`src/hdl/lsbx_pkg.sv`:
```
`timescale 1ns / 1ps

package lsbx_pkg;

  localparam int PIX_W   = 32;
  localparam int BYTE_W  = 8;
  localparam int MAGIC_W = 64;
  localparam int BPS_W   = 4;
  localparam int CHSEL_W = 2;
  localparam int MLEN_W  = 4;
  localparam int REG_IDX_W = 2;

  // Color channels present in one pixel word.
  localparam int CHANNELS = 4;

  // Configuration register indexes.
  localparam logic [REG_IDX_W-1:0] REG_BITS_PER_SAMPLE = 2'd0;
  localparam logic [REG_IDX_W-1:0] REG_CHANNEL_SELECT  = 2'd1;
  localparam logic [REG_IDX_W-1:0] REG_MAGIC_WORD      = 2'd2;
  localparam logic [REG_IDX_W-1:0] REG_MAGIC_LENGTH    = 2'd3;

  // Status from the bit packer: a byte finished in this beat.
  typedef struct packed {
    logic              done;
    logic [BYTE_W-1:0] data;
  } pack_out_t;

endpackage

```
`src/hdl/lsbx_if.sv`:
```
`timescale 1ns / 1ps

interface lsbx_pix_if;
  logic                       valid;
  logic                       ready;
  logic [lsbx_pkg::PIX_W-1:0] pixel;
  logic                       flush;

  modport source (output valid, pixel, flush, input ready);
  modport sink   (input valid, pixel, flush, output ready);
endinterface

interface lsbx_res_if;
  logic                        valid;
  logic                        ready;
  logic                        byte_valid;
  logic [lsbx_pkg::BYTE_W-1:0] out_byte;
  logic                        found;
  logic                        last;

  modport source (output valid, byte_valid, out_byte, found, last, input ready);
  modport sink   (input valid, byte_valid, out_byte, found, last, output ready);
endinterface

```
`src/hdl/lsbx_cell.sv`:
```
`timescale 1ns / 1ps

module lsbx_cell (
  input  logic                        clk,
  input  logic                        shift,
  input  logic [lsbx_pkg::BYTE_W-1:0] din,
  input  logic [lsbx_pkg::BYTE_W-1:0] magic,
  input  logic                        active,
  output logic [lsbx_pkg::BYTE_W-1:0] q,
  output logic                        hit
);
  import lsbx_pkg::*;

  // Take the neighbor's byte on a push.
  always_ff @(posedge clk) begin
    if (shift) begin
      q <= din;
    end
  end

  // Compare the byte this cell holds after the push.
  assign hit = !active || (din == magic);

endmodule

```
`src/hdl/lsbx_packer.sv`:
```
`timescale 1ns / 1ps

module lsbx_packer (
  input  logic                        clk,
  input  logic                        rst,
  input  logic                        load,
  input  logic                        clear,
  input  logic [lsbx_pkg::BYTE_W-1:0] sample,
  input  logic [lsbx_pkg::BPS_W-1:0]  nbits,
  output lsbx_pkg::pack_out_t         pack
);
  import lsbx_pkg::*;

  logic [BYTE_W-1:0]   partial, partial_next;
  logic [2:0]          filled, filled_next;
  logic [4:0]          total;
  logic [4:0]          shamt;
  logic [BYTE_W-1:0]   mask;
  logic [2*BYTE_W-1:0] acc;

  // Line the new bits up right below the bits already filled.
  assign mask  = BYTE_W'((9'h001 << nbits) - 9'h001);
  assign total = 5'(filled) + 5'(nbits);
  assign shamt = 5'(2 * BYTE_W) - total;
  assign acc   = {partial, {BYTE_W{1'b0}}} | ({{BYTE_W{1'b0}}, sample & mask} << shamt);

  assign pack.done = total >= 5'(BYTE_W);
  assign pack.data = acc[2*BYTE_W-1:BYTE_W];

  always_comb begin
    partial_next = partial;
    filled_next  = filled;
    if (clear) begin
      partial_next = '0;
      filled_next  = '0;
    end else if (load) begin
      if (pack.done) begin
        partial_next = acc[BYTE_W-1:0];
        filled_next  = 3'(total - 5'(BYTE_W));
      end else begin
        partial_next = acc[2*BYTE_W-1:BYTE_W];
        filled_next  = total[2:0];
      end
    end
  end

  always_ff @(posedge clk) begin
    if (rst) begin
      partial <= '0;
      filled  <= '0;
    end else begin
      partial <= partial_next;
      filled  <= filled_next;
    end
  end

endmodule

```
`src/hdl/lsb_stego_byte_extractor.sv`:
```
`timescale 1ns / 1ps

// Channel | Dir | Beat contents                            | Handshake
// pix     | in  | pixel[31:0], flush                       | valid / ready
// res     | out | byte_valid, out_byte[7:0], found, last   | valid / ready
// cfg     | in  | cfg_index[1:0], cfg_wdata[63:0]          | cfg_wen, no stall
//
// A pixel beat is taken every cycle while no burst runs and res is free;
// a pixel gives at most one byte beat in the cycle after it is taken.
// A terminator match with older held bytes, or a flush, starts a burst that
// sends one held byte per cycle while res takes them, from the window
// cells (up to MAX_MAGIC beats); pix.ready stays low during the burst.
// res is a single output register; it stalls pix only when it is full and
// not taken. Reset is synchronous: window empty, byte packer cleared,
// registers back to bits 1, channel 0, magic 0, length 4.

module lsb_stego_byte_extractor #(
  parameter int MAX_MAGIC = 8
) (
  input  logic                           clk,
  input  logic                           rst,
  lsbx_pix_if.sink                       pix,
  lsbx_res_if.source                     res,
  input  logic                           cfg_wen,
  input  logic [lsbx_pkg::REG_IDX_W-1:0] cfg_index,
  input  logic [lsbx_pkg::MAGIC_W-1:0]   cfg_wdata
);
  import lsbx_pkg::*;

  localparam int HW = $clog2(MAX_MAGIC + 1);
  localparam int IW = (MAX_MAGIC > 1) ? $clog2(MAX_MAGIC) : 1;

  // Configuration registers.
  logic [BPS_W-1:0]   bits_per_sample;
  logic [CHSEL_W-1:0] channel_select;
  logic [MAGIC_W-1:0] magic_word;
  logic [MLEN_W-1:0]  magic_length;

  // Control state.
  logic [HW-1:0] held, held_next;
  logic          terminated, term_next;
  logic          drain_active, drain_next;
  logic          drain_flush, dflush_next;

  // Output register.
  logic              ovalid, ov_next;
  logic              obv, obv_next;
  logic [BYTE_W-1:0] obyte, ob_next;
  logic              ofound, of_next;
  logic              olast, ol_next;

  logic [BPS_W-1:0]   nb_eff;
  logic [CHSEL_W-1:0] ch_eff;
  logic [HW-1:0]      len_eff;
  logic [BYTE_W-1:0]  sample;
  pack_out_t          pack;

  logic                 adv;
  logic                 acc_pix, acc_flush;
  logic                 push, pop, match;
  logic [HW-1:0]        held_after, extra, stop;
  logic                 drain_last;
  logic [IW-1:0]        rd_idx;
  logic [BYTE_W-1:0]    oldest;
  logic [BYTE_W-1:0]    win [MAX_MAGIC];
  logic [MAX_MAGIC-1:0] hit;

  // Configuration writes.
  always_ff @(posedge clk) begin
    if (rst) begin
      bits_per_sample <= BPS_W'(1);
      channel_select  <= '0;
      magic_word      <= '0;
      magic_length    <= MLEN_W'(4);
    end else if (cfg_wen) begin
      unique case (cfg_index)
        REG_BITS_PER_SAMPLE: bits_per_sample <= cfg_wdata[BPS_W-1:0];
        REG_CHANNEL_SELECT:  channel_select  <= cfg_wdata[CHSEL_W-1:0];
        REG_MAGIC_WORD:      magic_word      <= cfg_wdata;
        REG_MAGIC_LENGTH:    magic_length    <= cfg_wdata[MLEN_W-1:0];
        default:             magic_length    <= magic_length;
      endcase
    end
  end

  // Clamp register values to their working ranges.
  always_comb begin
    priority if (bits_per_sample == '0)
      nb_eff = BPS_W'(1);
    else if (int'(bits_per_sample) > BYTE_W)
      nb_eff = BPS_W'(BYTE_W);
    else
      nb_eff = bits_per_sample;

    if (int'(channel_select) >= CHANNELS)
      ch_eff = CHSEL_W'(CHANNELS - 1);
    else
      ch_eff = channel_select;

    priority if (magic_length == '0)
      len_eff = HW'(1);
    else if (int'(magic_length) > MAX_MAGIC)
      len_eff = HW'(MAX_MAGIC);
    else
      len_eff = HW'(magic_length);
  end

  assign sample = pix.pixel[{ch_eff, 3'b000} +: BYTE_W];

  // Handshake: the output register frees up when empty or being taken.
  assign adv       = !ovalid || res.ready;
  assign pix.ready = adv && !drain_active;
  assign acc_pix   = pix.valid && pix.ready && !pix.flush && !terminated;
  assign acc_flush = pix.valid && pix.ready && pix.flush;

  lsbx_packer u_packer (
    .clk    (clk),
    .rst    (rst),
    .load   (acc_pix),
    .clear  (acc_flush || match),
    .sample (sample),
    .nbits  (nb_eff),
    .pack   (pack)
  );

  // Window chain: cell 0 holds the newest byte, cell held-1 the oldest.
  for (genvar j = 0; j < MAX_MAGIC; j++) begin : g_cell
    logic [BYTE_W-1:0] din;
    if (j == 0) begin : g_head
      assign din = pack.data;
    end else begin : g_link
      assign din = win[j-1];
    end
    lsbx_cell u_cell (
      .clk    (clk),
      .shift  (push),
      .din    (din),
      .magic  (magic_word[BYTE_W*j +: BYTE_W]),
      .active (HW'(j) < len_eff),
      .q      (win[j]),
      .hit    (hit[j])
    );
  end

  assign push       = acc_pix && pack.done;
  assign pop        = push && (held >= len_eff);
  assign held_after = pop ? held : held + HW'(1);
  assign match      = push && (held_after >= len_eff) && (&hit);
  assign extra      = held_after - len_eff;

  assign rd_idx     = IW'(held - HW'(1));
  assign oldest     = win[rd_idx];
  assign stop       = drain_flush ? '0 : len_eff;
  assign drain_last = (held - HW'(1)) == stop;

  always_comb begin
    held_next   = held;
    term_next   = terminated;
    drain_next  = drain_active;
    dflush_next = drain_flush;
    ov_next     = ovalid;
    obv_next    = obv;
    ob_next     = obyte;
    of_next     = ofound;
    ol_next     = olast;
    if (adv) begin
      ov_next = 1'b0;
      if (drain_active) begin
        // Burst: send the oldest held byte, stop at the terminator or empty.
        ov_next   = 1'b1;
        obv_next  = 1'b1;
        ob_next   = oldest;
        ol_next   = drain_last;
        of_next   = drain_last && !drain_flush;
        held_next = drain_last ? '0 : held - HW'(1);
        if (drain_last) begin
          drain_next = 1'b0;
        end
      end else begin
        if (push) begin
          held_next = held_after;
        end
        if (pop) begin
          ov_next  = 1'b1;
          obv_next = 1'b1;
          ob_next  = oldest;
          ol_next  = !(match && (extra != '0));
          of_next  = match && (extra == '0);
        end else if (match && (extra == '0)) begin
          // Match with nothing to release: a bare found beat.
          ov_next  = 1'b1;
          obv_next = 1'b0;
          ob_next  = '0;
          of_next  = 1'b1;
          ol_next  = 1'b1;
        end
        if (match) begin
          term_next = 1'b1;
          if (extra == '0) begin
            held_next = '0;
          end else begin
            drain_next  = 1'b1;
            dflush_next = 1'b0;
          end
        end
        if (acc_flush) begin
          term_next = 1'b0;
          if (held != '0) begin
            drain_next  = 1'b1;
            dflush_next = 1'b1;
          end
        end
      end
    end
  end

  always_ff @(posedge clk) begin
    if (rst) begin
      held         <= '0;
      terminated   <= 1'b0;
      drain_active <= 1'b0;
      drain_flush  <= 1'b0;
      ovalid       <= 1'b0;
    end else begin
      held         <= held_next;
      terminated   <= term_next;
      drain_active <= drain_next;
      drain_flush  <= dflush_next;
      ovalid       <= ov_next;
    end
  end

  // Hold the payload while the beat waits.
  always_ff @(posedge clk) begin
    obv    <= obv_next;
    obyte  <= ob_next;
    ofound <= of_next;
    olast  <= ol_next;
  end

  assign res.valid      = ovalid;
  assign res.byte_valid = obv;
  assign res.out_byte   = obyte;
  assign res.found      = ofound;
  assign res.last       = olast;

`ifndef ASSERT_OFF
  a_held_range: assert property (@(posedge clk) disable iff (rst)
    held <= HW'(MAX_MAGIC))
    else $error("window count beyond cell count");

  a_drain_above_stop: assert property (@(posedge clk) disable iff (rst)
    drain_active |-> (held > stop))
    else $error("burst running with no byte left to send");

  a_found_is_last: assert property (@(posedge clk) disable iff (rst)
    (res.valid && res.found) |-> res.last)
    else $error("found beat not marked last");

  a_empty_beat: assert property (@(posedge clk) disable iff (rst)
    (res.valid && !res.byte_valid) |-> (res.found && (res.out_byte == '0)))
    else $error("beat without byte is not a bare found beat");

  a_flush_clears: assert property (@(posedge clk) disable iff (rst)
    acc_flush |=> !terminated)
    else $error("flush left the block terminated");
`endif

endmodule
```
`src/flat_wrapper.sv`:
```
// flat-port wrapper written by rule: the top's interface ports become plain ports
module lsb_stego_byte_extractor_flat import lsbx_pkg::*;
#(
  parameter int MAX_MAGIC = 8
)
  (clk, rst, cfg_wen, cfg_index, cfg_wdata, pix_valid, pix_pixel, pix_flush, pix_ready, res_valid, res_byte_valid, res_out_byte, res_found, res_last, res_ready);
  lsbx_pix_if pix_i ();
  lsbx_res_if res_i ();
  input  logic clk;
  input  logic rst;
  input  logic cfg_wen;
  input  logic [lsbx_pkg::REG_IDX_W-1:0] cfg_index;
  input  logic [lsbx_pkg::MAGIC_W-1:0] cfg_wdata;
  input wire logic [$bits(pix_i.valid)-1:0] pix_valid;
  input wire logic [$bits(pix_i.pixel)-1:0] pix_pixel;
  input wire logic [$bits(pix_i.flush)-1:0] pix_flush;
  output wire logic [$bits(pix_i.ready)-1:0] pix_ready;
  output wire logic [$bits(res_i.valid)-1:0] res_valid;
  output wire logic [$bits(res_i.byte_valid)-1:0] res_byte_valid;
  output wire logic [$bits(res_i.out_byte)-1:0] res_out_byte;
  output wire logic [$bits(res_i.found)-1:0] res_found;
  output wire logic [$bits(res_i.last)-1:0] res_last;
  input wire logic [$bits(res_i.ready)-1:0] res_ready;
  assign pix_i.valid = pix_valid;
  assign pix_i.pixel = pix_pixel;
  assign pix_i.flush = pix_flush;
  assign pix_ready = pix_i.ready;
  assign res_valid = res_i.valid;
  assign res_byte_valid = res_i.byte_valid;
  assign res_out_byte = res_i.out_byte;
  assign res_found = res_i.found;
  assign res_last = res_i.last;
  assign res_i.ready = res_ready;
  lsb_stego_byte_extractor #(.MAX_MAGIC(MAX_MAGIC)) u_core (.clk(clk), .rst(rst), .pix(pix_i), .res(res_i), .cfg_wen(cfg_wen), .cfg_index(cfg_index), .cfg_wdata(cfg_wdata));
endmodule
```
`config.mk`:
```
export PLATFORM = sky130hd
export DESIGN_NAME = lsb_stego_byte_extractor_flat
export DESIGN_NICKNAME = d
export VERILOG_FILES = /design/src/hdl/lsbx_pkg.sv /design/src/hdl/lsbx_if.sv /design/src/hdl/lsbx_cell.sv /design/src/hdl/lsbx_packer.sv /design/src/hdl/lsb_stego_byte_extractor.sv /design/src/flat_wrapper.sv
export SDC_FILE = /design/constraint.sdc
export NUM_CORES = 1
export LEC_CHECK = 0
export ABC_AREA = 1
export BUFFER_PORTS_ARGS = -buffer_cell sky130_fd_sc_hd__buf_2
export CAP_MARGIN = 10
export CORE_MARGIN = 3
export CORE_UTILIZATION = 50
export CTS_CLUSTER_SIZE = 25
export DETAILED_ROUTE_END_ITERATION = 7
export PLACE_DENSITY_LB_ADDON = 0.25
export SLEW_MARGIN = 20
export SYNTH_ARGS = -nofsm -noshare
export SYNTH_HDL_FRONTEND = slang
export SYNTH_SLANG_ARGS = --single-unit
```
`constraint.sdc`:
```
create_clock -name clk -period 5.2 [get_ports clk]
set_input_delay 0.78 -clock clk [delete_from_list [all_inputs] [get_ports clk]]
set_output_delay 0.78 -clock clk [all_outputs]
set_load 0.02 [all_outputs]
```
==> results of run 1 <==
## sequential cells by signal (all words and copies together) (netlist names), 2 cells and up
name,flops
u_core.g_cell.u_cell.q,64
u_core.magic_word,64
u_core.res.out_byte,8
u_core.u_packer.partial,8
u_core.bits_per_sample,4
u_core.held,4
u_core.magic_length,4
u_core.u_packer.filled,3
u_core.ch_eff,2
## synth_stat cells, drive strengths merged
library cell / n
o211ai: 17
buf: 12
xnor2: 29
nor3: 11
dfxtp: 93
a22oi: 1
nor2: 174
o21bai: 1
a31oi: 2
clkbuf: 35
inv: 117
fa: 1
or2: 18
conb: 1
xor2: 20
nand4: 17
ha: 16
nand3: 121
o21ai: 116
clkinv: 4
nand3b: 3
edfxtp: 75
a221oi: 2
nand2: 253
a2111oi: 1
a21oi: 48
o311ai: 2
## routing by layer
| layer | global-route usage [%] | routed length [um] | part of all wire, % | vias up |
|---|---|---|---|---|
| met5 | 0 | 0 | 0 | - |
| met1 | 32.1 | 10600 | 46 | 3679 |
| met3 | 4.57 | 1480 | 6.5 | 34 |
| met4 | 7.60 | 560 | 2.4 | 0 |
| li1 | - | - | - | 4115 |
| met2 | 36.1 | 10200 | 45 | 283 |
## area by class of cell
type	count	area [sq um]
fill	1569	7150
inverter	121	458
timing repair buffer	126	656
tap	225	282
clock buffer	19	464
clock inverter	13	123
sequential	168	4110
multi-input combinational	854	4230
## cells by family after synthesis
kind of cell / share of synthesized area, %
simple gates: 28.3
compound gates: 11.4
buf+inv: 7.39
flops: 45.7
xor+xnor: 4.77
fa+ha+maj: 2.45
other cells: 0.0416
## report_power, final
part	leakage, nW	total (mW)	switching, mW	internal, mW
Sequential	1.44	1.56	0.0778	1.49
Combinational	2.82	1.44	0.962	0.483
Clock	0.293	1.26	0.580	0.675
Total	4.55	4.26	1.62	2.65
## critical path, delay by kind of cell, from the launching register on
kind,cells,cell delay (ps)
buffers and inverters,4,390
xor gates and xnor gates,1,160
AOI/OAI and AO/OA,4,570
DFF,1,540
adders and majority gates,3,870
and+or+nand+nor,17,1800
## worst paths after layout
kind / from / endpoint / slack (ps) / cells after the start
worst max-delay path: u_core.bits_per_sample[3] / u_core.res.out_byte[3] / 530 / 29
worst min-delay path: u_core.g_cell[4].u_cell.q[3] / u_core.g_cell[5].u_cell.q[3] / 450 / 0
worst max register to register: u_core.bits_per_sample[3] / u_core.res.out_byte[3] / 530 / 29
worst min register to register: u_core.g_cell[4].u_cell.q[3] / u_core.g_cell[5].u_cell.q[3] / 450 / 0
==> flow_summary.toml, run 1 <==
[outcome]
status = "complete, no violations"

[power_and_ir_drop]
peakVddDrop_mv = 0.353
power_density_mw_per_mm2 = 413
p_leak_nw = 4.55
total_power_mw = 4.26

[timing]
tns_ps = 0
setup_ws_ps = 532
finalSetupViolCount = 0
fin_skew_ps = 15.6
holdWs_ps = 450
drv_slew = 0
period_share_pct = 89.8
fmax_mhz = 214
relSlewSlack_pct = 36.1
hold_viol = 0
rsz0062_at_grt = "no"
fin_crit_ps = 4670
worstMarginPinSlew_ps = 958

[finish]
n_antenna_cell = 0
most-common-layout-cells = "248 x nand2_1, 169 x nor2_1, 119 x nand3_1, 116 x buf_2, 112 x o21ai_0"
fin_cells = 1526
drive_above_1_share_pct = 15.2
fin_util_pct = 59.1
nets = 1409
final_common_cell = "nand2_1"
synthToLayoutAreaGrowth_pct = 14.6
fin_area_sq_mm = 0.0103

[clocking]
cts_max_level = 4
clock_sinks = 168
cts_tree = "done"
postCtsSetupRepairBufs = 0
cts_hold_buf = 0
clkTransAtPathRegs_ps = 70
clk_latency_ps = 430
numCtsBuffers = 17
root_buffer = "clkbuf_16"
cts_resized = 0
clock_path_buffers = 2

[global_routing]
grt_pass1_wl_um = 36900
grt_pass1_vias = 7367
grt_max_degree = 81
grtUsageTotal_pct = 23.0
antenna_found_initial = 0
grt-ovfl-total = 0

[route]
ant_nets = 0
first_iter_violations = 647
wl_um = 22900
via_per_inst = 5.32
drc = 0
num_vias = 8111
avgRoutedWirePerCell_um = 15.0
dr.pass1.iters = 7

[synthesis]
syn-instance-count = 1190
ys_warn_count = 0
synth.cell_area_sq_mm = 0.00900
synth_area_leaders = "edfxtp_1 25%, dfxtp_1 21%, nand2_1 10%"
yosys.area.top_type_share_pct = 25.0
synth_area_leader_cell = "edfxtp_1"
yosysUniqueCellTypes = 38
synth-seq-area-share_pct = 45.7
syn_nets = 1311
avgSynthCellArea_sq_um = 7.57
ys_seq_elements = 168

[die]
initial_utilization_pct = 51.5
num_rows = 48
die_h_um = 140
num_io_pins = 117
fp.dieW_um = 140
dieArea_sq_mm = 0.0197
design.core.area_sq_mm = 0.0175

[setup_path]
criticalPathCategory = "flop to flop"
cp-end-kind = "flop"
max_stage_delay_ps = 540
arrival_ps = 4790
slowest_stage = "dfxtp_1"
worstPathRequired_ps = 5330
cp-start-kind = "flop"
crit_top_cell = "nand2_1"
cp_max_fo = 11

[min_path]
hp-class = "flop to flop"

[placement]
dp_slack_ps = 601
place.detailed.hpwl_um = 16700
port_buffers = 116
place_inst = 1494
gp_congestion = 0.894
place_area_sq_mm = 0.00973

[flow_run]
cap_viol_max_count = 0
Note: power is estimated with default switching activity, not from simulation.
==> inputs of run 2 (changes only) <==
CORE_MARGIN = 8   (was 3)
REMOVE_ABC_BUFFERS = 1   (was unset)
==> run 2 against run 1 <==
Against the previous run: largest cell class unchanged; count of clock-buffer cells in the layout rose by 1; largest power group unchanged; critical path depth did not move; non-clock buffer count rose by 2; final cell count rose by 0.39%; maximum frequency fell by 0.48%; combinational power barely moved.
==> flow_summary.toml, run 2 (synthesis results as in run 1) <==
[die]
dieArea_sq_mm = 0.0226
fp.dieW_um = 150
num_rows = 49
initial_utilization_pct = 50.5
die_h_um = 150
num_io_pins = 117
design.core.area_sq_mm = 0.0178

[timing]
setup_ws_ps = 510
finalSetupViolCount = 0
fin_crit_ps = 4690
fin_skew_ps = 9.52
hold_viol = 0
tns_ps = 0
worstMarginPinSlew_ps = 863
period_share_pct = 90.2
drv_slew = 0
rsz0062_at_grt = "no"
relSlewSlack_pct = 42.5
fmax_mhz = 213

[clocking]
clock_sinks = 168
postCtsSetupRepairBufs = 0
cts_max_level = 4
cts_resized = 0
cts_tree = "done"
clock_path_buffers = 2
root_buffer = "clkbuf_16"
numCtsBuffers = 17
clkTransAtPathRegs_ps = 70
clk_latency_ps = 430
cts_hold_buf = 0

[global_routing]
grt_pass1_vias = 7804
grt_util_met1_pct = 25.8
met3_usage_pct = 4.90
grt_max_degree = 68
met2_usage_pct = 37.2
grt-ovfl-total = 0
grt_pass1_wl_um = 38400
grtUsageTotal_pct = 21.5
grt-busiest-layer = "met2"
antenna_found_initial = 0

[setup_path]
reg2reg_depth = 29
r2r-start = "u_core.bits_per_sample[3]"
criticalPathCategory = "flop to flop"
cp_max_fo = 11
slowest_stage = "dfxtp_1"
worstPathRequired_ps = 5330
max_stage_delay_ps = 530
cp-start-kind = "flop"
arrival_ps = 4820
crit_top_cell = "nand2_1"
cp-end-kind = "flop"
crit_start = "u_core.bits_per_sample[3]"

[route]
dr.pass1.iters = 6
ant_nets = 0
via_per_inst = 5.26
avgRoutedWirePerCell_um = 15.4
first_iter_violations = 572
wl_um = 23600
num_vias = 8054
drc = 0

[min_path]
hp-class = "flop to flop"
min_from = "u_core.g_cell[4].u_cell.q[3]"
hold_depth = 0

[finish]
most-common-layout-cells = "248 x nand2_1, 169 x nor2_1, 119 x nand3_1, 116 x buf_2, 112 x o21ai_0"
top_regs = "u_core.g_cell.u_cell.q: 64 flops, u_core.magic_word: 64 flops"
final_common_cell = "nand2_1"
ff_latch_area_sq_mm = 0.00411
nets = 1411
fillers = 1676
n_antenna_cell = 0
fin_area_sq_mm = 0.0103
synthToLayoutAreaGrowth_pct = 14.5
multiInputGateArea_sq_mm = 0.00423
fin_cells = 1532
drive_above_1_share_pct = 15.3

[placement]
place_inst = 1500
dp_slack_ps = 619
place.detailed.hpwl_um = 17600
gp_congestion = 0.940
port_buffers = 116
place_area_sq_mm = 0.00976

[power_and_ir_drop]
total_power_mw = 4.25
p_leak_nw = 4.55
power_density_mw_per_mm2 = 412
peakVddDrop_mv = 0.277

[flow_run]
cap_viol_max_count = 0

[outcome]
status = "complete, no violations"
run 2: stage by stage:
step	utilization (%)	hold WS, ps
6_report	57.8	445
5_1_grt	57.8	464
4_1_cts	57.8	447
3_5_place_dp	54.7	433
3_3_place_gp	54.7	427
2_1_floorplan	-	426
run 2: power breakdown:
| group | leakage (nW) | internal, mW | total, mW | switching [mW] |
|---|---|---|---|---|
| registers | 1.44 | 1.49 | 1.56 | 0.0760 |
| logic | 2.83 | 0.487 | 1.47 | 0.985 |
| clock network | 0.280 | 0.660 | 1.21 | 0.551 |
run 2: critical path: cells and delay by family, from the launching register on:
| kind | cells | cell delay, ps |
|---|---|---|
| AOI/OAI and AO/OA | 4 | 560 |
| xor gates and xnor gates | 1 | 190 |
| adders and majority gates | 3 | 870 |
| buffers and inverters | 4 | 410 |
| DFF | 1 | 530 |
| and+or+nand+nor | 17 | 1850 |
run 2: routing by layer:
layer  vias up  share of wire, %
met5         -                 0
met2       230                50
met3        31               5.5
met4         0               1.9
li1       4112                 -
met1      3681                43
run 2: final cells by class:
class	count	share of cell area, %
inverters	121	4.40
well taps	229	2.78
repair buffers	128	6.50
multi-input cells	854	41.0
clock buffers	20	4.54
flip-flops and latches	168	39.9
clock inverters	12	0.861
run 2: final timing paths:
path	end	slack [ps]
max	u_core.res.out_byte[6]	510
min	u_core.g_cell[5].u_cell.q[3]	440
max reg2reg	u_core.res.out_byte[6]	510
min reg2reg	u_core.g_cell[5].u_cell.q[3]	440
